===== src/rtl/fdd_pkg.sv =====
package fdd_pkg;

    // Sizing of the sample set and of the arithmetic.
    localparam int FDD_MAX_POINTS = 7;
    localparam int Y_W    = 32;
    localparam int X_W    = 32;
    localparam int ORDERS = 6;
    localparam int ORD_W  = 3;
    localparam int DIFF_W = 38;
    localparam int COEF_W = 9;
    localparam int ACC_W  = 48;
    localparam int HMAG_W = 32;
    localparam int DEN_W  = 72;
    localparam int NUM_W  = 79;
    localparam int QCNT_W = $clog2(NUM_W + 1);
    localparam int OUT_W  = 48;
    localparam int STEP_W = 4;

    localparam logic signed [OUT_W-1:0] POS_LIM = {1'b0, {(OUT_W-1){1'b1}}};
    localparam logic signed [OUT_W-1:0] NEG_LIM = {1'b1, {(OUT_W-1){1'b0}}};

    typedef enum logic [1:0] {
        ST_OK   = 2'd0,
        ST_FEW  = 2'd1,
        ST_ZERO = 2'd2,
        ST_SAT  = 2'd3
    } status_t;

    typedef struct packed {
        logic signed [X_W-1:0] x_position;
        logic signed [Y_W-1:0] y_value;
        logic                  last_sample;
    } sample_t;

    typedef struct packed {
        logic signed [OUT_W-1:0] first_derivative;
        logic signed [OUT_W-1:0] second_derivative;
        logic [1:0]              status;
    } result_t;

    // Datapath operations, one per control word.
    typedef enum logic [3:0] {
        OP_IDLE,
        OP_NOP,
        OP_INIT,
        OP_DIFF,
        OP_ACC,
        OP_DEN1,
        OP_NUM1,
        OP_DIV,
        OP_FIN1,
        OP_SQR,
        OP_DEN2,
        OP_NUM2,
        OP_FIN2,
        OP_EMIT
    } op_t;

    // Jump conditions; a jump not taken falls through to the next step.
    typedef enum logic [2:0] {
        C_NEXT,
        C_GOTO,
        C_WAIT,
        C_BAD,
        C_ORDER,
        C_DIV,
        C_BUSY
    } cond_t;

    typedef logic [STEP_W-1:0] step_t;

    typedef struct packed {
        op_t   op;
        cond_t cond;
        step_t target;
    } uword_t;

    // Status returned by the datapath to the sequencer.
    typedef struct packed {
        logic pending;
        logic bad;
        logic order_more;
        logic div_more;
        logic out_busy;
    } flags_t;

    localparam step_t S_IDLE  = 4'd0;
    localparam step_t S_INIT  = 4'd1;
    localparam step_t S_CHECK = 4'd2;
    localparam step_t S_DIFF  = 4'd3;
    localparam step_t S_ACC   = 4'd4;
    localparam step_t S_DEN1  = 4'd5;
    localparam step_t S_NUM1  = 4'd6;
    localparam step_t S_DIV1  = 4'd7;
    localparam step_t S_FIN1  = 4'd8;
    localparam step_t S_SQR   = 4'd9;
    localparam step_t S_DEN2  = 4'd10;
    localparam step_t S_NUM2  = 4'd11;
    localparam step_t S_DIV2  = 4'd12;
    localparam step_t S_FIN2  = 4'd13;
    localparam step_t S_EMIT  = 4'd14;
    localparam step_t S_RET   = 4'd15;

    // Microprogram ROM.
    function automatic uword_t micro_word(step_t s);
        uword_t w;
        case (s)
            S_IDLE:  w = '{op: OP_IDLE, cond: C_WAIT,  target: S_IDLE};
            S_INIT:  w = '{op: OP_INIT, cond: C_NEXT,  target: S_IDLE};
            S_CHECK: w = '{op: OP_NOP,  cond: C_BAD,   target: S_EMIT};
            S_DIFF:  w = '{op: OP_DIFF, cond: C_NEXT,  target: S_IDLE};
            S_ACC:   w = '{op: OP_ACC,  cond: C_ORDER, target: S_DIFF};
            S_DEN1:  w = '{op: OP_DEN1, cond: C_NEXT,  target: S_IDLE};
            S_NUM1:  w = '{op: OP_NUM1, cond: C_NEXT,  target: S_IDLE};
            S_DIV1:  w = '{op: OP_DIV,  cond: C_DIV,   target: S_DIV1};
            S_FIN1:  w = '{op: OP_FIN1, cond: C_NEXT,  target: S_IDLE};
            S_SQR:   w = '{op: OP_SQR,  cond: C_NEXT,  target: S_IDLE};
            S_DEN2:  w = '{op: OP_DEN2, cond: C_NEXT,  target: S_IDLE};
            S_NUM2:  w = '{op: OP_NUM2, cond: C_NEXT,  target: S_IDLE};
            S_DIV2:  w = '{op: OP_DIV,  cond: C_DIV,   target: S_DIV2};
            S_FIN2:  w = '{op: OP_FIN2, cond: C_NEXT,  target: S_IDLE};
            S_EMIT:  w = '{op: OP_EMIT, cond: C_BUSY,  target: S_EMIT};
            S_RET:   w = '{op: OP_NOP,  cond: C_GOTO,  target: S_IDLE};
            default: w = '{op: OP_NOP,  cond: C_GOTO,  target: S_IDLE};
        endcase
        return w;
    endfunction

    // Weights of D1..D6 in 60 * f' * h.
    function automatic logic signed [COEF_W-1:0] coef_first(logic [ORD_W-1:0] k);
        logic signed [COEF_W-1:0] c;
        case (k)
            3'd1:    c = 9'sd60;
            3'd2:    c = -9'sd30;
            3'd3:    c = 9'sd20;
            3'd4:    c = -9'sd15;
            3'd5:    c = 9'sd12;
            3'd6:    c = -9'sd10;
            default: c = 9'sd0;
        endcase
        return c;
    endfunction

    // Weights of D1..D6 in 180 * f'' * h^2.
    function automatic logic signed [COEF_W-1:0] coef_second(logic [ORD_W-1:0] k);
        logic signed [COEF_W-1:0] c;
        case (k)
            3'd2:    c = 9'sd180;
            3'd3:    c = -9'sd180;
            3'd4:    c = 9'sd165;
            3'd5:    c = -9'sd150;
            3'd6:    c = 9'sd137;
            default: c = 9'sd0;
        endcase
        return c;
    endfunction

endpackage


===== src/rtl/fdd_stream_if.sv =====
interface fdd_stream_if #(
    parameter type payload_t = logic
) ();
    logic     valid;
    logic     ready;
    payload_t data;

    modport source (output valid, output data, input ready);
    modport sink (input valid, input data, output ready);
endinterface


===== src/rtl/forward_difference_derivative_core.sv =====
// Samples that do not end a set are taken one per cycle while the program idles; a sample
// that ends a set starts the microprogram, and its result comes from two passes of the
// shared bit-serial divider, each giving a 79-bit quotient (both skipped when fewer than
// two samples or a zero step). Input stays stalled until the program returns to idle,
// later while an earlier result still waits for its beat.
// Reset (rst_n, asynchronous, active low) empties the set and drops any pending result.
module forward_difference_derivative_core
    import fdd_pkg::*;
#(
    parameter int MAX_POINTS = FDD_MAX_POINTS
) (
    input  logic clk,
    input  logic rst_n,
    fdd_stream_if.sink   samples,
    fdd_stream_if.source results
);

    op_t    op;
    flags_t flags;

    // Program ROM and step counter.
    fdd_sequencer u_sequencer (
        .clk   (clk),
        .rst_n (rst_n),
        .flags (flags),
        .op    (op)
    );

    // Sample store, difference engine, accumulators and divider.
    fdd_datapath #(
        .MAX_POINTS (MAX_POINTS)
    ) u_datapath (
        .clk     (clk),
        .rst_n   (rst_n),
        .samples (samples),
        .results (results),
        .op      (op),
        .flags   (flags)
    );

endmodule


===== src/rtl/fdd_sequencer.sv =====
module fdd_sequencer
    import fdd_pkg::*;
(
    input  logic   clk,
    input  logic   rst_n,
    input  flags_t flags,
    output op_t    op
);

    step_t  step_reg;
    step_t  step_next;
    uword_t word;
    logic   take;

    // Fetch the control word of the current step.
    assign word = micro_word(step_reg);
    assign op   = word.op;

    // Evaluate the jump condition and pick the next step.
    always_comb
    begin
        case (word.cond)
            C_NEXT:  take = 1'b0;
            C_GOTO:  take = 1'b1;
            C_WAIT:  take = !flags.pending;
            C_BAD:   take = flags.bad;
            C_ORDER: take = flags.order_more;
            C_DIV:   take = flags.div_more;
            C_BUSY:  take = flags.out_busy;
            default: take = 1'b1;
        endcase
        step_next = take ? word.target : step_reg + STEP_W'(1);
    end

    always_ff @(posedge clk or negedge rst_n)
    begin
        if (!rst_n)
        begin
            step_reg <= S_IDLE;
        end
        else
        begin
            step_reg <= step_next;
        end
    end

endmodule


===== src/rtl/fdd_datapath.sv =====
module fdd_datapath
    import fdd_pkg::*;
#(
    parameter int MAX_POINTS = FDD_MAX_POINTS
) (
    input  logic   clk,
    input  logic   rst_n,
    fdd_stream_if.sink   samples,
    fdd_stream_if.source results,
    input  op_t    op,
    output flags_t flags
);

    localparam int CNT_W = $clog2(MAX_POINTS + 1);
    localparam int IDX_W = (MAX_POINTS > 1) ? $clog2(MAX_POINTS) : 1;

    // Loader state.
    logic [CNT_W-1:0]        count_reg;
    logic [CNT_W-1:0]        count_next;
    logic [CNT_W-1:0]        n_reg;
    logic signed [X_W-1:0]   first_x_reg;
    logic signed [X_W-1:0]   second_x_reg;
    logic                    pending_reg;
    logic signed [DIFF_W-1:0] v_reg [MAX_POINTS];

    // Arithmetic state.
    logic [ORD_W-1:0]        k_reg;
    logic signed [ACC_W-1:0] acc1_reg;
    logic signed [ACC_W-1:0] acc2_reg;
    logic [HMAG_W-1:0]       hmag_reg;
    logic                    hneg_reg;
    logic                    neg_reg;
    status_t                 status_reg;
    logic                    sat_reg;
    logic [DEN_W-1:0]        den_reg;
    logic [NUM_W-1:0]        num_reg;
    logic [DEN_W-1:0]        rem_reg;
    logic [QCNT_W-1:0]       divcnt_reg;
    logic signed [OUT_W-1:0] f1_reg;
    logic signed [OUT_W-1:0] f2_reg;
    logic                    out_valid_reg;
    result_t                 result_reg;

    sample_t                 beat;
    logic                    accept;
    logic                    count_full;
    logic signed [X_W:0]     h_full;
    logic [X_W:0]            h_mag;
    logic signed [DIFF_W-1:0] d_k;
    logic signed [DIFF_W+COEF_W-1:0] prod1;
    logic signed [DIFF_W+COEF_W-1:0] prod2;
    logic [ACC_W-1:0]        acc1_mag;
    logic [ACC_W-1:0]        acc2_mag;
    logic [2*HMAG_W-1:0]     hsq;
    logic [DEN_W:0]          rem_shift;
    logic                    rem_ge;
    logic [DEN_W:0]          rem_sub;
    logic                    q_pos_sat;
    logic                    q_neg_sat;
    logic                    fin_sat;
    logic signed [OUT_W-1:0] fin_val;
    logic                    out_busy;

    // Input handshake: samples are taken only while the program idles.
    assign beat          = samples.data;
    assign samples.ready = (op == OP_IDLE) && !pending_reg;
    assign accept        = samples.valid && samples.ready;
    assign count_full    = (count_reg == CNT_W'(MAX_POINTS));

    always_comb
    begin
        if (beat.last_sample)
        begin
            count_next = '0;
        end
        else if (count_full)
        begin
            count_next = count_reg;
        end
        else
        begin
            count_next = count_reg + CNT_W'(1);
        end
    end

    // Step between the first two abscissas and its magnitude.
    assign h_full = {second_x_reg[X_W-1], second_x_reg} - {first_x_reg[X_W-1], first_x_reg};
    assign h_mag  = h_full[X_W] ? -h_full : h_full;

    // Current forward difference; orders the set cannot reach count as zero.
    assign d_k   = (int'(k_reg) < int'(n_reg)) ? v_reg[0] : '0;
    assign prod1 = d_k * coef_first(k_reg);
    assign prod2 = d_k * coef_second(k_reg);

    assign acc1_mag = acc1_reg[ACC_W-1] ? ACC_W'(-acc1_reg) : ACC_W'(acc1_reg);
    assign acc2_mag = acc2_reg[ACC_W-1] ? ACC_W'(-acc2_reg) : ACC_W'(acc2_reg);
    assign hsq      = hmag_reg * hmag_reg;

    // One restoring division step: shift in a numerator bit, subtract if it fits.
    assign rem_shift = {rem_reg, num_reg[NUM_W-1]};
    assign rem_ge    = rem_shift >= {1'b0, den_reg};
    assign rem_sub   = rem_shift - {1'b0, den_reg};

    // Apply the sign to the quotient and clamp to the output range.
    assign q_pos_sat = |num_reg[NUM_W-1:OUT_W-1];
    assign q_neg_sat = (|num_reg[NUM_W-1:OUT_W]) ||
                       (num_reg[OUT_W-1] && (|num_reg[OUT_W-2:0]));
    always_comb
    begin
        if (neg_reg)
        begin
            fin_sat = q_neg_sat;
            fin_val = q_neg_sat ? NEG_LIM : OUT_W'(-num_reg[OUT_W-1:0]);
        end
        else
        begin
            fin_sat = q_pos_sat;
            fin_val = q_pos_sat ? POS_LIM : num_reg[OUT_W-1:0];
        end
    end

    // Output register: a result waits here while new samples load.
    assign out_busy      = out_valid_reg && !results.ready;
    assign results.valid = out_valid_reg;
    assign results.data  = result_reg;

    assign flags.pending    = pending_reg;
    assign flags.bad        = (status_reg != ST_OK);
    assign flags.order_more = (k_reg != ORD_W'(ORDERS));
    assign flags.div_more   = (divcnt_reg != QCNT_W'(1));
    assign flags.out_busy   = out_busy;

    // Control registers.
    always_ff @(posedge clk or negedge rst_n)
    begin
        if (!rst_n)
        begin
            count_reg     <= '0;
            first_x_reg   <= '0;
            second_x_reg  <= '0;
            pending_reg   <= 1'b0;
            k_reg         <= '0;
            status_reg    <= ST_OK;
            sat_reg       <= 1'b0;
            divcnt_reg    <= '0;
            out_valid_reg <= 1'b0;
        end
        else
        begin
            if (accept)
            begin
                count_reg <= count_next;
                if (count_reg == CNT_W'(0))
                begin
                    first_x_reg <= beat.x_position;
                end
                if (count_reg == CNT_W'(1))
                begin
                    second_x_reg <= beat.x_position;
                end
                if (beat.last_sample)
                begin
                    pending_reg <= 1'b1;
                end
            end

            case (op)
                OP_INIT:
                begin
                    pending_reg <= 1'b0;
                    k_reg       <= '0;
                    sat_reg     <= 1'b0;
                    if (int'(n_reg) < 2)
                    begin
                        status_reg <= ST_FEW;
                    end
                    else if (h_full == '0)
                    begin
                        status_reg <= ST_ZERO;
                    end
                    else
                    begin
                        status_reg <= ST_OK;
                    end
                end
                OP_DIFF:
                begin
                    k_reg <= k_reg + ORD_W'(1);
                end
                OP_NUM1, OP_NUM2:
                begin
                    divcnt_reg <= QCNT_W'(NUM_W);
                end
                OP_DIV:
                begin
                    divcnt_reg <= divcnt_reg - QCNT_W'(1);
                end
                OP_FIN1, OP_FIN2:
                begin
                    sat_reg <= sat_reg | fin_sat;
                end
                default:
                begin
                end
            endcase

            if (op == OP_EMIT && !out_busy)
            begin
                out_valid_reg <= 1'b1;
            end
            else if (results.ready)
            begin
                out_valid_reg <= 1'b0;
            end
        end
    end

    // Sample store; the difference step rewrites it in place.
    always_ff @(posedge clk)
    begin
        if (accept)
        begin
            if (!count_full)
            begin
                v_reg[count_reg[IDX_W-1:0]] <= DIFF_W'(beat.y_value);
            end
        end
        else if (op == OP_DIFF)
        begin
            for (int i = 0; i < MAX_POINTS - 1; i++)
            begin
                v_reg[i] <= v_reg[i+1] - v_reg[i];
            end
        end
    end

    // Arithmetic payload registers.
    always_ff @(posedge clk)
    begin
        if (accept && beat.last_sample)
        begin
            n_reg <= count_full ? count_reg : count_reg + CNT_W'(1);
        end

        case (op)
            OP_INIT:
            begin
                acc1_reg <= '0;
                acc2_reg <= '0;
                f1_reg   <= '0;
                f2_reg   <= '0;
                hmag_reg <= h_mag[HMAG_W-1:0];
                hneg_reg <= h_full[X_W];
            end
            OP_ACC:
            begin
                acc1_reg <= acc1_reg + ACC_W'(prod1);
                acc2_reg <= acc2_reg + ACC_W'(prod2);
            end
            OP_DEN1:
            begin
                den_reg <= (DEN_W'(hmag_reg) << 6) - (DEN_W'(hmag_reg) << 2);
                neg_reg <= acc1_reg[ACC_W-1] ^ hneg_reg;
            end
            OP_NUM1:
            begin
                num_reg <= (NUM_W'(acc1_mag) << 16) + NUM_W'(den_reg >> 1);
                rem_reg <= '0;
            end
            OP_DIV:
            begin
                rem_reg <= rem_ge ? rem_sub[DEN_W-1:0] : rem_shift[DEN_W-1:0];
                num_reg <= {num_reg[NUM_W-2:0], rem_ge};
            end
            OP_FIN1:
            begin
                f1_reg <= fin_val;
            end
            OP_SQR:
            begin
                den_reg <= DEN_W'(hsq);
            end
            OP_DEN2:
            begin
                den_reg <= (den_reg << 7) + (den_reg << 5) + (den_reg << 4) + (den_reg << 2);
                neg_reg <= acc2_reg[ACC_W-1];
            end
            OP_NUM2:
            begin
                num_reg <= (NUM_W'(acc2_mag) << 32) + NUM_W'(den_reg >> 1);
                rem_reg <= '0;
            end
            OP_FIN2:
            begin
                f2_reg <= fin_val;
            end
            OP_EMIT:
            begin
                if (!out_busy)
                begin
                    result_reg.first_derivative  <= f1_reg;
                    result_reg.second_derivative <= f2_reg;
                    result_reg.status            <= sat_reg ? ST_SAT : status_reg;
                end
            end
            default:
            begin
            end
        endcase
    end

endmodule

===== src/flat_wrapper.sv =====
// flat-port wrapper written by rule: the top's interface ports become plain ports
module forward_difference_derivative_core_flat import fdd_pkg::*;
#(
    parameter int MAX_POINTS = FDD_MAX_POINTS
)
  (clk, rst_n, samples_valid, samples_data, samples_ready, results_valid, results_data, results_ready);
  fdd_stream_if samples_i ();
  fdd_stream_if results_i ();
  input  logic clk;
  input  logic rst_n;
  input wire logic [$bits(samples_i.valid)-1:0] samples_valid;
  input wire logic [$bits(samples_i.data)-1:0] samples_data;
  output wire logic [$bits(samples_i.ready)-1:0] samples_ready;
  output wire logic [$bits(results_i.valid)-1:0] results_valid;
  output wire logic [$bits(results_i.data)-1:0] results_data;
  input wire logic [$bits(results_i.ready)-1:0] results_ready;
  assign samples_i.valid = samples_valid;
  assign samples_i.data = samples_data;
  assign samples_ready = samples_i.ready;
  assign results_valid = results_i.valid;
  assign results_data = results_i.data;
  assign results_i.ready = results_ready;
  forward_difference_derivative_core #(.MAX_POINTS(MAX_POINTS)) u_core (.clk(clk), .rst_n(rst_n), .samples(samples_i), .results(results_i));
endmodule

===== config.mk =====
export PLATFORM = sky130hd
export DESIGN_NAME = forward_difference_derivative_core_flat
export DESIGN_NICKNAME = d
export VERILOG_FILES = /design/src/rtl/fdd_pkg.sv /design/src/rtl/fdd_stream_if.sv /design/src/rtl/forward_difference_derivative_core.sv /design/src/rtl/fdd_sequencer.sv /design/src/rtl/fdd_datapath.sv /design/src/flat_wrapper.sv
export SDC_FILE = /design/constraint.sdc
export NUM_CORES = 2
export LEC_CHECK = 0
export BUFFER_PORTS_ARGS = -buffer_cell sky130_fd_sc_hd__buf_2
export CAP_MARGIN = 20
export CORE_MARGIN = 2
export CORE_UTILIZATION = 50
export DETAILED_ROUTE_END_ITERATION = 10
export PLACE_DENSITY_LB_ADDON = 0.1
export SLEW_MARGIN = 20
export SYNTH_ARGS = -nofsm -noshare
export SYNTH_HDL_FRONTEND = slang
export SYNTH_SLANG_ARGS = --single-unit

===== constraint.sdc =====
create_clock -name clk -period 8.4 [get_ports clk]
set_clock_uncertainty 0.1 [all_clocks]
set_input_delay 0.42 -clock clk [delete_from_list [all_inputs] [get_ports clk]]
set_output_delay 0.42 -clock clk [all_outputs]
set_load 0.01 [all_outputs]

==> flow_metrics.env <==
export IMPL_outcome="completed"
export IMPL_synthesis_area_um2=56900
export IMPL_grt_pass1_wl_um=249000
export IMPL_syn_nets=7467
export IMPL_use_met1_pct=37.3
export IMPL_io_pin_count=8
export IMPL_synth_edf_count=446
export IMPL_finalHoldViolCount=0
export IMPL_intPower_w=0.00420
export IMPL_setup_ws_ns=0.486
export IMPL_critical_path_arrival_ns=8.25
export IMPL_yosysWarnings=0
export IMPL_antenna_found_initial=2
export IMPL_p_sw_w=0.00112
export IMPL_grt_busiest_layer="met2"
export IMPL_setup_viol=0
export IMPL_diodes=0
export IMPL_ys_ff_latch=468
export IMPL_drive_gt1_share_pct=4.19
export IMPL_numCtsBuffers=60
export IMPL_path_class="reg2reg"
export IMPL_fin_crit_ns=7.91
export IMPL_seq_power_share_pct=47.4
export IMPL_root_buffer="clkbuf_16"
export IMPL_die_area_um2=116000
export IMPL_synth_top_area_share_pct=23.5
export IMPL_area_growth_pct=7.28
export IMPL_synth_most_common_cell="inv_1"
export IMPL_cap_violations=0
export IMPL_ys_flop_type="edfxtp_1"
export IMPL_portBuffers=7
export IMPL_crit_path_start_kind="register"
export IMPL_hpwl_um=126000
export IMPL_drtPass1Iterations=6
export IMPL_pwr_share_clk_pct=52.6
export IMPL_synthArstFlopShare_pct=4.70
export IMPL_wl_per_cell_um=19.8
export IMPL_endpoint_kind="register"
export IMPL_maxSlewHeadroom_pct=25.9
export IMPL_ys_types=82
export IMPL_htreeDepth=2
export IMPL_die_w_um=341
export IMPL_viasPerCell=5.56
export IMPL_fin_nets=7387
export IMPL_rows=123
export IMPL_postSynthCellCount=6366
export IMPL_cp_max_fo=31
export IMPL_core_um2=113000
export IMPL_grt_overflow=0
export IMPL_synth_largest_area_cell="edfxtp_1"
export IMPL_largest_register_ffs=266
export IMPL_place_congestion=0.939
export IMPL_vdd_drop_max_v=0.000156
export IMPL_drc=0
export IMPL_grt_start_max_net_pins=84
export IMPL_clock_sinks=468
export IMPL_first_global_vias=44500
export IMPL_routed_wl_um=155000
export IMPL_initial_utilization_pct=50.5
export IMPL_rsz0062_at_grt="false"
export IMPL_fin_area_um2=61000
export IMPL_syn_avg_cell_area_um2=8.93
export IMPL_tritoncts="built"
export IMPL_synth_seq_area_share_pct=24.5
export IMPL_cp_required_ns=8.74
export IMPL_cts_buffer_depth=3
export IMPL_hold_path_class="in2async"
export IMPL_setup_tns_ns=0
export IMPL_use_met2_pct=44.1
export IMPL_cellLeakagePower_nw=30.2
export IMPL_power_density_nw_per_um2=87.1
export IMPL_gr_usage_met3_pct=3.13
export IMPL_placed_cell_area_um2=58800
export IMPL_grtUsageTotal_pct=27.1
export IMPL_dieHeight_um=341
export IMPL_fill_cells=10500
export IMPL_drt_iter0_drc=3109
export IMPL_min_period_over_period_pct=94.2
export IMPL_via_count=43600
export IMPL_p_sw_share_pct=21.1
export IMPL_clkTransAtPathRegs_ns=0.07
export IMPL_p_comb_share_pct=0.1
export IMPL_postRouteAntennaNets=0
export IMPL_synth_common_cells="1038 x inv_1, 677 x nand2_1, 664 x nor2_1"
export IMPL_slew_violations=0
export IMPL_fmax_mhz=126
export IMPL_worst_pin_slew_ns=1.11
export IMPL_clock_latency_ns=0.71
export IMPL_total_power_w=0.00531
export IMPL_synthTopCellsByArea="edfxtp_1 24%, fa_1 22%, ha_1 10%, inv_1 6.9%, nand2_1 4.5%"
export IMPL_dpl_worst_slack_ns=0.0348
## path summary, 6_finish.rpt
check / slack [ns] / startpoint / depth (start not counted) / to
min: 0.15 / rst_n / 2 / u_core.u_datapath.count_reg[1]$_DFFE_PN0P_
max: 0.49 / u_core.u_datapath.k_reg[0]$_DFFE_PN0P_ / 27 / u_core.u_datapath.acc2_reg[45]$_SDFFCE_PN0P_
max in group asynchronous: 7.67 / rst_n / 2 / u_core.u_datapath.divcnt_reg[6]$_DFFE_PN0P_
min in group clk: 0.40 / u_core.u_datapath.status_reg[0]$_DFFE_PN0P_ / 1 / u_core.u_datapath.status_reg[0]$_DFFE_PN0P_
min reg2reg: 0.40 / u_core.u_datapath.status_reg[0]$_DFFE_PN0P_ / 1 / u_core.u_datapath.status_reg[0]$_DFFE_PN0P_
max reg2reg: 0.49 / u_core.u_datapath.k_reg[0]$_DFFE_PN0P_ / 27 / u_core.u_datapath.acc2_reg[45]$_SDFFCE_PN0P_
## logic make-up after synthesis
logic type      synth area share (%)
xor+xnor                        5.70
fa+ha+maj                       32.5
flops                           24.5
simple gates                    15.4
mux                            0.163
buf+inv                         8.53
compound gates                  13.2
## placed cells by master (no fill, tap or decap), types with 40 or more instances in the layout
cell type and count:
a31oi_1 47, xor2_1 199, nor2_1 657, a21oi_1 318
nor2b_1 45, and2_1 82, nand2b_1 49, nand2_1 676
buf_4 93, edfxtp_1 446, nor3_1 93, clkbuf_16 63
o21ai_0 253, inv_1 1037, o21a_1 51, a21o_1 175
ha_1 457, nand3_1 99, o31ai_1 48, fa_1 638
xnor2_1 171, nand4_1 69, o21bai_1 40
## through the flow
step | hold WS, ns | std cells | util [%]
after floorplan | 0.0244 | 6366 | -
after global placement | 0.334 | 7718 | 52.2
after detailed placement | 0.337 | 7718 | 52.2
after CTS | 0.112 | 7831 | 54.1
after global routing | 0.176 | 7832 | 54.2
final | 0.147 | 7832 | 54.2
## power groups by stage
stage	clock, W	sequential [W]	combinational, W
after floorplan	0	0.00257	0.000000293
after global placement	0	0.00257	0.00000359
after detailed placement	0	0.00257	0.00000368
after CTS	0.00286	0.00252	0.00000513
after global routing	0.00293	0.00252	0.00000572
final	0.00279	0.00252	0.00000488
## layer usage
metal	share of wire, %	vias to the layer above
met5	0.0084	-
met4	4.2	2
met3	5.1	237
met2	46	1081
met1	44	21300
li1	-	20900
## timing repair
item | CTS | global route
hold buffers | 5 | 0
resized for setup | 1 | 12
pin swaps | 0 | 1
buffers inserted | 0 | 1
endpoints found under the setup margin | 2 | 12
endpoints found under the hold margin | 26 | 0
## critical path: stages (launching register included)
cell      delay, ns
dfrtp_1        0.43
inv_1          0.13
ha_2           0.44
nor2_1         0.12
o21ai_2        0.15
buf_4          0.40
nand2_1        0.14
fa_1           0.57
inv_1          0.06
fa_1           0.50
inv_1          0.05
fa_1           0.48
inv_1          0.06
fa_1           0.53
inv_1          0.06
fa_1           0.53
inv_1          0.04
ha_1           0.39
nand4_1        0.13
a211oi_1       0.31
or4_1          0.18
a21oi_1        0.11
a22o_1         0.28
o31ai_2        0.50
a21oi_1        0.27
o41ai_1        0.48
xnor2_1        0.16
nor2_1         0.05
## area by class of cell
| class | count | area [µm²] | area share (%) |
|---|---|---|---|
| inverter | 1039 | 3900 | 6.39 |
| sequential | 468 | 13900 | 22.9 |
| timing repair buffer | 111 | 886 | 1.45 |
| tap | 1500 | 1880 | 3.08 |
| clock buffer | 79 | 1720 | 2.81 |
| clock inverter | 29 | 402 | 0.658 |
| multi-input combinational | 4606 | 38300 | 62.8 |
Note: power is estimated with default switching activity, not from simulation.
